### config.mk
export PLATFORM = sky130hd
export DESIGN_NAME = single_source_shortest_path_unit
export DESIGN_NICKNAME = d
export VERILOG_FILES = /design/src/rtl/core/ssp_pkg.sv /design/src/rtl/core/ssp_datapath.sv /design/src/rtl/core/ssp_ctrl.sv /design/src/rtl/core/single_source_shortest_path_unit.sv
export VERILOG_INCLUDE_DIRS = /design/src /design/src/rtl/core
export SDC_FILE = /design/constraint.sdc
export NUM_CORES = 2
export LEC_CHECK = 0
export BUFFER_PORTS_ARGS = -buffer_cell sky130_fd_sc_hd__buf_2
export CELL_PAD_IN_SITES_DETAIL_PLACEMENT = 0
export CELL_PAD_IN_SITES_GLOBAL_PLACEMENT = 1
export CORE_MARGIN = 1.5
export CORE_UTILIZATION = 61
export DETAILED_ROUTE_END_ITERATION = 10
export PLACE_DENSITY = 0.85
export SKIP_LAST_GASP = 1
export SYNTH_ARGS = -nofsm -noshare
export SYNTH_HDL_FRONTEND = slang
export SYNTH_SLANG_ARGS = --single-unit
### constraint.sdc
create_clock -name clk -period 18.55 [get_ports clk]
set_input_delay 0.9275 -clock clk [delete_from_list [all_inputs] [get_ports clk]]
set_output_delay 0.9275 -clock clk [all_outputs]
set_load 0.03 [all_outputs]
### src/rtl/core/assert_macros.svh
// Assertion macros shared by the shortest path core.
`ifndef ASSERT_MACROS_SVH
`define ASSERT_MACROS_SVH

// Same-cycle implication, disabled during reset.
`define ASSERT_IMP(label, clk, rst_n, pre, post) \
    label: assert property (@(posedge clk) disable iff (!rst_n) (pre) |-> (post)) \
        else $error("implication check failed");

// Next-cycle implication, disabled during reset.
`define ASSERT_NXT(label, clk, rst_n, pre, post) \
    label: assert property (@(posedge clk) disable iff (!rst_n) (pre) |=> (post)) \
        else $error("next-cycle check failed");

`endif

### src/rtl/core/ssp_pkg.sv
// Shared types, sizes and codes of the shortest path core.
package ssp_pkg;

    localparam int MAX_VERTICES = 16;
    localparam int MAX_EDGES    = 64;
    localparam int WEIGHT_BITS  = 16;

    localparam int VTX_W  = $clog2(MAX_VERTICES);
    localparam int EDGE_W = $clog2(MAX_EDGES);
    localparam int ECNT_W = EDGE_W + 1;
    localparam int IDX_W  = (EDGE_W > VTX_W) ? EDGE_W : VTX_W;
    localparam int CNT_W  = 7;
    localparam int DIST_W = 22;
    localparam int MEM_W  = 2 * VTX_W + WEIGHT_BITS;

    localparam logic [DIST_W-1:0] DIST_MAX = '1;

    // Action codes
    localparam logic [1:0] ACT_CLEAR = 2'd0;
    localparam logic [1:0] ACT_ADD   = 2'd1;
    localparam logic [1:0] ACT_RUN   = 2'd2;

    // Result status codes
    localparam logic [1:0] ST_OK    = 2'd0;
    localparam logic [1:0] ST_FULL  = 2'd1;
    localparam logic [1:0] ST_RANGE = 2'd2;

    typedef struct packed {
        logic [1:0]  action;
        logic [5:0]  edge_from;
        logic [5:0]  edge_to;
        logic [15:0] edge_weight;
        logic [5:0]  source_vertex;
    } in_item_t;

    typedef struct packed {
        logic [1:0]        status;
        logic [5:0]        vertex;
        logic [DIST_W-1:0] distance;
        logic              reachable;
        logic [5:0]        parent_vertex;
        logic              has_parent;
        logic              last;
    } out_item_t;

    // Controller to datapath
    typedef struct packed {
        logic             take;
        logic             sel_step;
        logic             visit;
        logic             e_proc;
        logic             e_upd;
        logic             emit_step;
        logic             emit_load;
        logic             last;
        logic [IDX_W-1:0] idx;
    } cmd_t;

    // Datapath to controller
    typedef struct packed {
        logic              run_start;
        logic              out_free;
        logic              found;
        logic [CNT_W-1:0]  n_act;
        logic [ECNT_W-1:0] edge_count;
    } sts_t;

endpackage

### src/rtl/core/ssp_datapath.sv
// Datapath: edge table, per-vertex state, selection scan and result register.
module ssp_datapath
    import ssp_pkg::*;
(
    input  logic       clk,
    input  logic       rst_n,
    input  in_item_t   item,
    input  logic       cfg_valid,
    input  logic [6:0] cfg_data,
    input  logic       result_ready,
    output logic       result_valid,
    output out_item_t  result,
    input  cmd_t       cmd,
    output sts_t       sts
);

    // Configuration and edge table bookkeeping
    logic [CNT_W-1:0]  vc_reg;
    logic [CNT_W-1:0]  n_act;
    logic [ECNT_W-1:0] ecount_reg;

    // Edge memory and its registered read
    logic [MEM_W-1:0]  edge_mem [MAX_EDGES];
    logic [MEM_W-1:0]  rd_reg;

    // Per-vertex state
    logic [DIST_W-1:0] dist_reg [MAX_VERTICES];
    logic [VTX_W-1:0]  par_reg  [MAX_VERTICES];
    logic [MAX_VERTICES-1:0] reached_reg, visited_reg, emitted_reg, hp_reg;

    // Scan state
    logic              found_reg, found_next;
    logic [VTX_W-1:0]  best_idx_reg, best_idx_next;
    logic [DIST_W:0]   best_key_reg, best_key_next;

    // Relaxation stage
    logic              ok_reg;
    logic [DIST_W-1:0] nd_reg;
    logic [VTX_W-1:0]  h_reg;

    logic              result_valid_reg;
    out_item_t         result_reg;

    logic [VTX_W-1:0]  v;
    logic              found_eff, cand, better;
    logic [DIST_W:0]   key_v;
    logic              src_ok, from_ok, to_ok, full, single_load, mem_we;
    logic [1:0]        single_status;
    logic [VTX_W-1:0]  rd_tail, rd_head;
    logic [WEIGHT_BITS-1:0] rd_w;
    logic [DIST_W:0]   sum;
    logic              relax;
    out_item_t         emit_item;

    assign n_act = (vc_reg > CNT_W'(MAX_VERTICES)) ? CNT_W'(MAX_VERTICES) : vc_reg;
    assign v     = cmd.idx[VTX_W-1:0];

    // Item decode
    always_comb
    begin
        src_ok  = CNT_W'(item.source_vertex) < n_act;
        from_ok = CNT_W'(item.edge_from) < n_act;
        to_ok   = CNT_W'(item.edge_to) < n_act;
        full    = ecount_reg >= ECNT_W'(MAX_EDGES);
        single_status = ST_OK;
        single_load   = 1'b0;
        mem_we        = 1'b0;
        case (item.action)
            ACT_CLEAR:
            begin
                single_load = cmd.take;
            end
            ACT_ADD:
            begin
                single_load = cmd.take;
                if (!(from_ok && to_ok))
                    single_status = ST_RANGE;
                else if (full)
                    single_status = ST_FULL;
                else
                    mem_we = cmd.take;
            end
            ACT_RUN:
            begin
                single_load   = cmd.take && !src_ok;
                single_status = ST_RANGE;
            end
            default:
            begin
                single_load = 1'b0;
            end
        endcase
    end

    assign sts.run_start  = (item.action == ACT_RUN) && src_ok && (n_act > CNT_W'(1));
    assign sts.out_free   = !result_valid_reg || result_ready;
    assign sts.found      = found_reg;
    assign sts.n_act      = n_act;
    assign sts.edge_count = ecount_reg;

    // Minimum scan over vertices, one vertex a cycle
    always_comb
    begin
        found_eff = found_reg && (cmd.idx != '0);
        cand      = 1'b0;
        key_v     = {1'b0, dist_reg[v]};
        if (cmd.sel_step)
        begin
            cand  = reached_reg[v] && !visited_reg[v];
            key_v = {1'b0, dist_reg[v]};
        end
        else if (cmd.emit_step)
        begin
            cand  = !emitted_reg[v];
            key_v = reached_reg[v] ? {1'b0, dist_reg[v]} : {1'b1, {DIST_W{1'b0}}};
        end
        better        = !found_eff || (key_v < best_key_reg);
        found_next    = found_reg;
        best_idx_next = best_idx_reg;
        best_key_next = best_key_reg;
        if (cmd.sel_step || cmd.emit_step)
        begin
            found_next = found_eff || cand;
            if (cand && better)
            begin
                best_idx_next = v;
                best_key_next = key_v;
            end
        end
    end

    // Edge word and relaxed distance
    assign rd_tail = rd_reg[MEM_W-1 -: VTX_W];
    assign rd_head = rd_reg[WEIGHT_BITS +: VTX_W];
    assign rd_w    = rd_reg[WEIGHT_BITS-1:0];
    assign sum     = {1'b0, best_key_reg[DIST_W-1:0]} + (DIST_W+1)'(rd_w);
    assign relax   = ok_reg && (!reached_reg[h_reg] || (nd_reg < dist_reg[h_reg]));

    // Result of one emitted vertex
    always_comb
    begin
        emit_item               = '0;
        emit_item.status        = ST_OK;
        emit_item.vertex        = 6'(best_idx_reg);
        emit_item.reachable     = reached_reg[best_idx_reg];
        emit_item.distance      = reached_reg[best_idx_reg] ? dist_reg[best_idx_reg] : '0;
        emit_item.has_parent    = hp_reg[best_idx_reg];
        emit_item.parent_vertex = hp_reg[best_idx_reg] ? 6'(par_reg[best_idx_reg]) : 6'd0;
        emit_item.last          = cmd.last;
    end

    // Edge memory
    always_ff @(posedge clk)
    begin
        if (mem_we)
            edge_mem[ecount_reg[EDGE_W-1:0]] <= {item.edge_from[VTX_W-1:0],
                item.edge_to[VTX_W-1:0], item.edge_weight[WEIGHT_BITS-1:0]};
        rd_reg <= edge_mem[cmd.idx[EDGE_W-1:0]];
    end

    // Control registers
    always_ff @(posedge clk or negedge rst_n)
    begin
        if (!rst_n)
        begin
            vc_reg           <= CNT_W'(16);
            ecount_reg       <= '0;
            result_valid_reg <= 1'b0;
            found_reg        <= 1'b0;
            ok_reg           <= 1'b0;
            reached_reg      <= '0;
            visited_reg      <= '0;
            emitted_reg      <= '0;
            hp_reg           <= '0;
        end
        else
        begin
            if (cfg_valid)
                vc_reg <= cfg_data;
            if (cmd.take && item.action == ACT_CLEAR)
                ecount_reg <= '0;
            else if (mem_we)
                ecount_reg <= ecount_reg + ECNT_W'(1);

            if (single_load || cmd.emit_load)
                result_valid_reg <= 1'b1;
            else if (result_ready)
                result_valid_reg <= 1'b0;

            found_reg <= found_next;
            if (cmd.e_proc)
                ok_reg <= (rd_tail == best_idx_reg) && (CNT_W'(rd_tail) < n_act)
                          && (CNT_W'(rd_head) < n_act);

            // run start: only the source is reached and already emitted
            if (cmd.take && sts.run_start)
            begin
                reached_reg <= MAX_VERTICES'(1) << item.source_vertex[VTX_W-1:0];
                visited_reg <= '0;
                emitted_reg <= MAX_VERTICES'(1) << item.source_vertex[VTX_W-1:0];
                hp_reg      <= '0;
            end
            else
            begin
                if (cmd.visit)
                    visited_reg[best_idx_reg] <= 1'b1;
                if (cmd.e_upd && relax)
                begin
                    reached_reg[h_reg] <= 1'b1;
                    hp_reg[h_reg]      <= 1'b1;
                end
                if (cmd.emit_load)
                    emitted_reg[best_idx_reg] <= 1'b1;
            end
        end
    end

    // Payload registers
    always_ff @(posedge clk)
    begin
        best_idx_reg <= best_idx_next;
        best_key_reg <= best_key_next;
        if (cmd.e_proc)
        begin
            nd_reg <= sum[DIST_W] ? DIST_MAX : sum[DIST_W-1:0];
            h_reg  <= rd_head;
        end
        if (cmd.take && sts.run_start)
            dist_reg[item.source_vertex[VTX_W-1:0]] <= '0;
        else if (cmd.e_upd && relax)
        begin
            dist_reg[h_reg] <= nd_reg;
            par_reg[h_reg]  <= best_idx_reg;
        end
        if (single_load)
            result_reg <= '{status: single_status, last: 1'b1, default: '0};
        else if (cmd.emit_load)
            result_reg <= emit_item;
    end

    assign result_valid = result_valid_reg;
    assign result       = result_reg;

endmodule

### src/rtl/core/ssp_ctrl.sv
// Controller: sequences item intake, vertex selection, edge relaxation and emission.
`include "assert_macros.svh"

module ssp_ctrl
    import ssp_pkg::*;
(
    input  logic clk,
    input  logic rst_n,
    input  logic item_valid,
    output logic item_ready,
    input  sts_t sts,
    output cmd_t cmd
);

    localparam logic [2:0] ST_IDLE  = 3'd0;
    localparam logic [2:0] ST_SEL   = 3'd1;
    localparam logic [2:0] ST_VISIT = 3'd2;
    localparam logic [2:0] ST_ERD   = 3'd3;
    localparam logic [2:0] ST_EPRC  = 3'd4;
    localparam logic [2:0] ST_EUPD  = 3'd5;
    localparam logic [2:0] ST_ESEL  = 3'd6;
    localparam logic [2:0] ST_EOUT  = 3'd7;

    logic [2:0]       state_reg, state_next;
    logic [IDX_W-1:0] idx_reg, idx_next;
    logic [VTX_W-1:0] cnt_reg, cnt_next;
    logic             vtx_last, edge_last, emit_last;

    assign vtx_last  = CNT_W'(idx_reg) == (sts.n_act - CNT_W'(1));
    assign edge_last = ECNT_W'(idx_reg) == (sts.edge_count - ECNT_W'(1));
    assign emit_last = CNT_W'(cnt_reg) == (sts.n_act - CNT_W'(2));

    // Next state and commands
    always_comb
    begin
        state_next = state_reg;
        idx_next   = idx_reg;
        cnt_next   = cnt_reg;
        item_ready = 1'b0;
        cmd        = '0;
        cmd.idx    = idx_reg;
        case (state_reg)
            ST_IDLE:
            begin
                item_ready = sts.out_free;
                cmd.take   = item_valid && sts.out_free;
                if (cmd.take && sts.run_start)
                begin
                    state_next = ST_SEL;
                    idx_next   = '0;
                end
            end
            ST_SEL:
            begin
                cmd.sel_step = 1'b1;
                if (vtx_last)
                    state_next = ST_VISIT;
                else
                    idx_next = idx_reg + IDX_W'(1);
            end
            ST_VISIT:
            begin
                idx_next = '0;
                if (sts.found)
                begin
                    cmd.visit  = 1'b1;
                    state_next = (sts.edge_count == '0) ? ST_SEL : ST_ERD;
                end
                else
                begin
                    cnt_next   = '0;
                    state_next = ST_ESEL;
                end
            end
            ST_ERD:
            begin
                state_next = ST_EPRC;
            end
            ST_EPRC:
            begin
                cmd.e_proc = 1'b1;
                state_next = ST_EUPD;
            end
            ST_EUPD:
            begin
                cmd.e_upd = 1'b1;
                if (edge_last)
                begin
                    idx_next   = '0;
                    state_next = ST_SEL;
                end
                else
                begin
                    idx_next   = idx_reg + IDX_W'(1);
                    state_next = ST_ERD;
                end
            end
            ST_ESEL:
            begin
                cmd.emit_step = 1'b1;
                if (vtx_last)
                    state_next = ST_EOUT;
                else
                    idx_next = idx_reg + IDX_W'(1);
            end
            ST_EOUT:
            begin
                if (sts.out_free)
                begin
                    cmd.emit_load = 1'b1;
                    cmd.last      = emit_last;
                    idx_next      = '0;
                    cnt_next      = cnt_reg + VTX_W'(1);
                    state_next    = emit_last ? ST_IDLE : ST_ESEL;
                end
            end
            default:
            begin
                state_next = ST_IDLE;
            end
        endcase
    end

    // State registers
    always_ff @(posedge clk or negedge rst_n)
    begin
        if (!rst_n)
        begin
            state_reg <= ST_IDLE;
            idx_reg   <= '0;
            cnt_reg   <= '0;
        end
        else
        begin
            state_reg <= state_next;
            idx_reg   <= idx_next;
            cnt_reg   <= cnt_next;
        end
    end

    // Checks
    `ASSERT_IMP(a_emit_room, clk, rst_n, cmd.emit_load, sts.out_free)
    `ASSERT_IMP(a_sel_range, clk, rst_n, state_reg == ST_SEL, CNT_W'(idx_reg) < sts.n_act)
    `ASSERT_NXT(a_last_done, clk, rst_n, cmd.emit_load && cmd.last, state_reg == ST_IDLE)
    `ASSERT_IMP(a_edges_seen, clk, rst_n, state_reg == ST_EUPD, sts.edge_count != '0)

endmodule

### src/rtl/core/single_source_shortest_path_unit.sv
// Edge loads and clear are handled in the idle state; a result register holds each result item.
// A run item scans all vertices to select each vertex it expands, then reads, processes
// and updates every stored edge; when none is left, it scans again for each emitted vertex.
// Result stalls add to this, and the single shared scan and edge memory port set the pace.
// Reset (asynchronous, active low) empties the edge table and sets vertex_count to 16.
// Edge table contents are undefined until written.
module single_source_shortest_path_unit
    import ssp_pkg::*;
(
    input  logic       clk,
    input  logic       rst_n,
    input  logic       item_valid,
    output logic       item_ready,
    input  in_item_t   item,
    output logic       result_valid,
    input  logic       result_ready,
    output out_item_t  result,
    input  logic       cfg_valid,
    output logic       cfg_ready,
    input  logic [6:0] cfg_data
);

    cmd_t cmd;
    sts_t sts;

    // Configuration is always taken
    assign cfg_ready = 1'b1;

    ssp_ctrl u_ctrl
    (
        .clk        (clk),
        .rst_n      (rst_n),
        .item_valid (item_valid),
        .item_ready (item_ready),
        .sts        (sts),
        .cmd        (cmd)
    );

    ssp_datapath u_dp
    (
        .clk          (clk),
        .rst_n        (rst_n),
        .item         (item),
        .cfg_valid    (cfg_valid),
        .cfg_data     (cfg_data),
        .result_ready (result_ready),
        .result_valid (result_valid),
        .result       (result),
        .cmd          (cmd),
        .sts          (sts)
    );

endmodule
[After elaboration in Yosys (flattened, before gate mapping)]
Memory sizes are Yosys's and may differ from the RTL's. A register that Yosys moved wholly into a read port is not among the register bits.
Cells that the tools add are included.
Word-level totals
  bits in registers: 184
  memory bits (writable): 1952
  output and inout port bits: 42
  memories kept: 3
Operators by class
  add/sub/neg operators: 7
  $lt $le $gt $ge: 15
  equality and inequality tests: 19
  shifts and indexed selects: 1
  muxes and demuxes: 85
  bitwise gates (word level): 4
  reductions and logical operators: 48
Memory list
  u_dp.edge_mem: words 64, bits a word 24, rd ports 1, clocked after Yosys merged registers in 1, wr ports 1, line ssp_datapath.sv:23  | logic [MEM_W-1:0] edge_mem [MAX_EDGES];
  u_dp.dist_reg: words 16, bits a word 22, rd ports 3, clocked after Yosys merged registers in 2, wr ports 1, line ssp_datapath.sv:27  | logic [DIST_W-1:0] dist_reg [MAX_VERTICES];
  u_dp.par_reg: words 16, bits a word 4, rd ports 1, clocked after Yosys merged registers in 1, wr ports 1, line ssp_datapath.sv:28  | logic [VTX_W-1:0] par_reg [MAX_VERTICES];
Operators by type and width (number)
  2-to-1 mux 16 bit: 8
  2-to-1 mux 39 bit: 2
  2-to-1 mux 23 bit: 3
  OR 16 bit: 4
  2-to-1 mux 22 bit: 2
  2-to-1 mux 1 bit: 32
  case mux 6 bit (5 select lines): 1
  2-to-1 mux 4 bit: 7
  binary-select mux 1 bit (select 4 bit): 6
  2-to-1 mux 6 bit: 4
  case mux 3 bit (8 select lines): 1
  adder 22 x 16 -> 23 bit: 1
  < comparator 23 bit: 1
  < comparator 22 bit: 1
  OR reduction 22 bit: 1
  < comparator 6 x 7 -> 1 bit: 3
  2-to-1 mux 7 bit: 3
  2-to-1 mux 3 bit: 6
  logical AND 1 bit: 17
  << shifter 1 x 4 -> 16 bit (first input constant): 1
  < comparator 4 x 5 -> 1 bit (second input constant): 3
  equality test 6 x 7 -> 1 bit: 2
  < comparator 4 x 7 -> 1 bit: 2
  nonzero test 2 bit: 7
  other kinds (34): 61

[Longest topological paths before layout]
  depth after elaboration: 11
  mapped depth: 16
  mapped depth without buffers: 12

[By module]
From an unflattened synthesis, not the netlist that was laid out.
Unflattened totals
  cell total of the unflattened synthesis: 4361
  area, all modules: 91730.5 um^2
By module, submodules not included
  ssp_datapath: instances 1, cells an instance 4184, area each 90322.9 um^2
  ssp_ctrl: instances 1, cells an instance 175, area each 1396.3 um^2
  single_source_shortest_path_unit: instances 1, cells an instance 2, area each 11.3 um^2

[Least setup slack after synthesis]
OpenSTA, ideal clock, no wires.
  kind: register to register
  start point: register (tool-made name)
  end point: memory u_dp.dist_reg[0][0], enable pin
  setup time: 0.432 ns
  arrival time: 5.440 ns
  slack: 12.678 ns
  cell stages (with the launch flop): 14
  path buffers: 3
  clock period less this slack: 5.872 ns
  cell sequence: dfxtp_1 buf_2 buf_2 buf_1 mux4_2 mux4_2 inv_1 ha_1 nand4_1 or4_1 nor4_1 o32ai_2 nand2b_1 o21ai_0
RTL lines (line)
  end: declaration: ssp_datapath.sv:27

==> summary.txt <==
Outcome
  – Status: finished, final reports clean

Critical path
  – Crit path cell chain: buf_4 > mux4_2 > mux4_2 > inv_1 > ha_1 > nand3_1 > nand2_1 > a211oi_1 > o221ai_1 > o32ai_4 > nand2_1 > a22oi_2 > buf_4
  – Slowest cell on the critical path: dfxtp_4
  – Crit end category: register
  – WP data required: 19000 ps
  – Arr. time, crit path: 7140 ps
  – Critical path's top delay family: compound AO/OA/AOI/OAI gates
  – Critical path's largest stage delay: 980 ps
  – Crit Path Category: register to register
  – Worst Path Buf+Inv: 3
  – CP startpoint kind: register
  – CP Max Fanout: 46

Power
  – Final Power: 13.7 mW
  – VDD IR max: 0.155 mV
  – P_leak: 31.8 nW
  – P per Cell Area: 134 nW/um^2

CTS
  – Resized cells post-CTS: 0
  – Root Buffer Master: clkbuf_16
  – Setup bufs post-CTS: 0
  – Worst-path clk slew: 70 ps
  – CTS buffer count: 208
  – Worst-Skew Late Latency: 870 ps
  – TritonCTS clock tree: built
  – Depth of the CTS H-tree: 4
  – # hold bufs at CTS: 1
  – Max clock buf depth: 3
  – Sink Count: 2166

Detailed routing
  – Final WL: 244000 um
  – DRC viols: 0
  – DR WL/cell: 36.3 um
  – Detail Route Antenna Nets: 0
  – Via count: 48100
  – Starting DRT DRC Count: 6326
  – Initial DRT Pass Iterations: 5
  – Vias per cell: 7.15

Finish
  – Max reg flops: 1536
  – Final Non-Filler Cells: 6729
  – Fin util: 68.1%
  – Area grow syn2layout: 11.1%
  – Layout Nets: 4671
  – Share of layout cells above drive strength 1: 32.9%

STA
  – Fin crit period: 6690 ps
  – Hold Vio Cnt, Final: 0
  – Rel. slew slack: 10.8%
  – Max Fclk: 149 MHz
  – Setup-failing EPs final: 0
  – Crit share post-route: 36.1%
  – Total negative slack: 0 ps
  – RSZ-0062 raised after global routing: no
  – Slew @ Worst Pin: 1340 ps
  – Worst Skew: 56.8 ps
  – Final Max Slew Viols: 0
  – WHS: 317 ps

Logic synthesis
  – Post-synth top area share: 65.8%
  – Netlist cell types: 82
  – Seq/Total Area, Yosys: 69.8%
  – Largest area contributor in the synthesized netlist: edfxtp_1
  – Cell with the most instances after synthesis: edfxtp_1
  – Ranking of synthesized cells by area: edfxtp_1 (66%), mux4_2 (22%), dfrtp_1 (2.5%)
  – Cell count after synthesis: 4356
  – Post-Syn Area: 91600 um^2
  – Mean area per synthesized cell: 21.0 um^2
  – Top_reg_cell synth: edfxtp_1
  – Ys Warns: 0
  – EDFF count, synth: 2007
  – Most frequent cells after synthesis: edfxtp_1 (2007), mux4_2 (879), nor2_1 (158)
  – Register bit total from synthesis: 2166
  – Asr flop ratio synth: 4.34%

Floorplan
  – Core area: 149000 um^2
  – Die Y: 391 um
  – Die Wd: 391 um
  – Starting density of the core: 61.3%
  – IO Pins: 90
  – Full die area: 153000 um^2
  – Site row count: 142

Place
  – Port buffer count: 84
  – Placer congestion estimate: 0.871
  – Post-DP HPWL: 135000 um
  – Placed insts: 6334

Min path
  – Hold Crit Class: primary input to register
  – Hold_sp: cfg_data[0]

GRT
  – Global-route wire length before repair: 351000 um
  – Largest net degree at the start of global routing: 130
  – Antenna violations before repair: 30
  – Congestion Overflow GR: 0
  – Vias in the first global route: 48900
  – Tot GR Track Use: 32.8%

Flow run
  – Number of max-cap violations: 0
cell usage in the layout (no fill, tap or decap), types with 50 or more instances in the layout:
master / Yosys / layout
clkbuf_16: 0 / 211
nor2_1: 158 / 93
clkbuf_1: 145 / 50
dfrtp_1: 93 / 88
a21oi_1: 83 / 82
buf_2: 44 / 83
inv_1: 81 / 81
mux4_2: 879 / 879
edfxtp_1: 2007 / 2007
dfxtp_1: 65 / 58
ha_1: 93 / 93
buf_4: 14 / 139
nor2_2: 0 / 64
nand2_1: 104 / 104
power by group:
part	switching (mW)	internal [mW]
clock	1.86	2.49
combinational	1.79	1.59
sequential	0.343	5.59
metrics by stage:
stage / instance area, um^2 / setup WS, ps
4_1_cts: 102000 / 11790
5_1_grt: 102000 / 11510
3_5_place_dp: 94800 / 11830
2_1_floorplan: 91600 / 12680
3_3_place_gp: 94800 / 11890
6_report: 102000 / 11860
area by class of cell:
| class | count | area (um^2) |
|---|---|---|
| clock buffers | 270 | 5590 |
| inverters | 86 | 333 |
| multi-input cells | 1843 | 26500 |
| clock inverters | 120 | 1450 |
| repair buffers | 224 | 1490 |
| well taps | 2016 | 2520 |
| flip-flops and latches | 2166 | 64000 |
| fillers | 8982 | 47600 |
| diodes | 4 | 10.0 |
cells by family (layout without fill, tap and decap cells):
kind of cell | Yosys count | in the layout | share of synthesized area [%]
AOI/OAI and AO/OA | 337 | 337 | 2.42
xor gates and xnor gates | 32 | 32 | 0.321
adders and majority gates | 94 | 94 | 1.29
buffers and inverters | 353 | 700 | 1.76
DFF | 2166 | 2166 | 69.8
muxes | 906 | 906 | 21.9
other | 2 | 12 | 0.00820
and+or+nand+nor | 466 | 466 | 2.49
final timing paths:
path                                   endpoint  slack [ps]  cells past startpoint
setup reg to reg           u_dp.dist_reg[7][10]       11860                     13
setup / recovery           u_dp.dist_reg[7][10]       11860                     13
hold reg to reg                  u_dp.result[1]         450                      1
hold / removal                   u_dp.vc_reg[0]         320                      2
min in group asynchronous        u_dp.vc_reg[0]         490                      2
max in group asynchronous     u_ctrl.idx_reg[2]       16570                      3
per-layer routing:
metal | vias to the layer above | GRT usage [%] | wire length, um
li1 | 18800 | - | -
met1 | 25300 | 43.6 | 84500
met2 | 3331 | 53.0 | 121000
met3 | 621 | 7.33 | 26500
met4 | 36 | 14.6 | 11900
met5 | - | 0 | 248
Power figures use the tool's default switching activity.
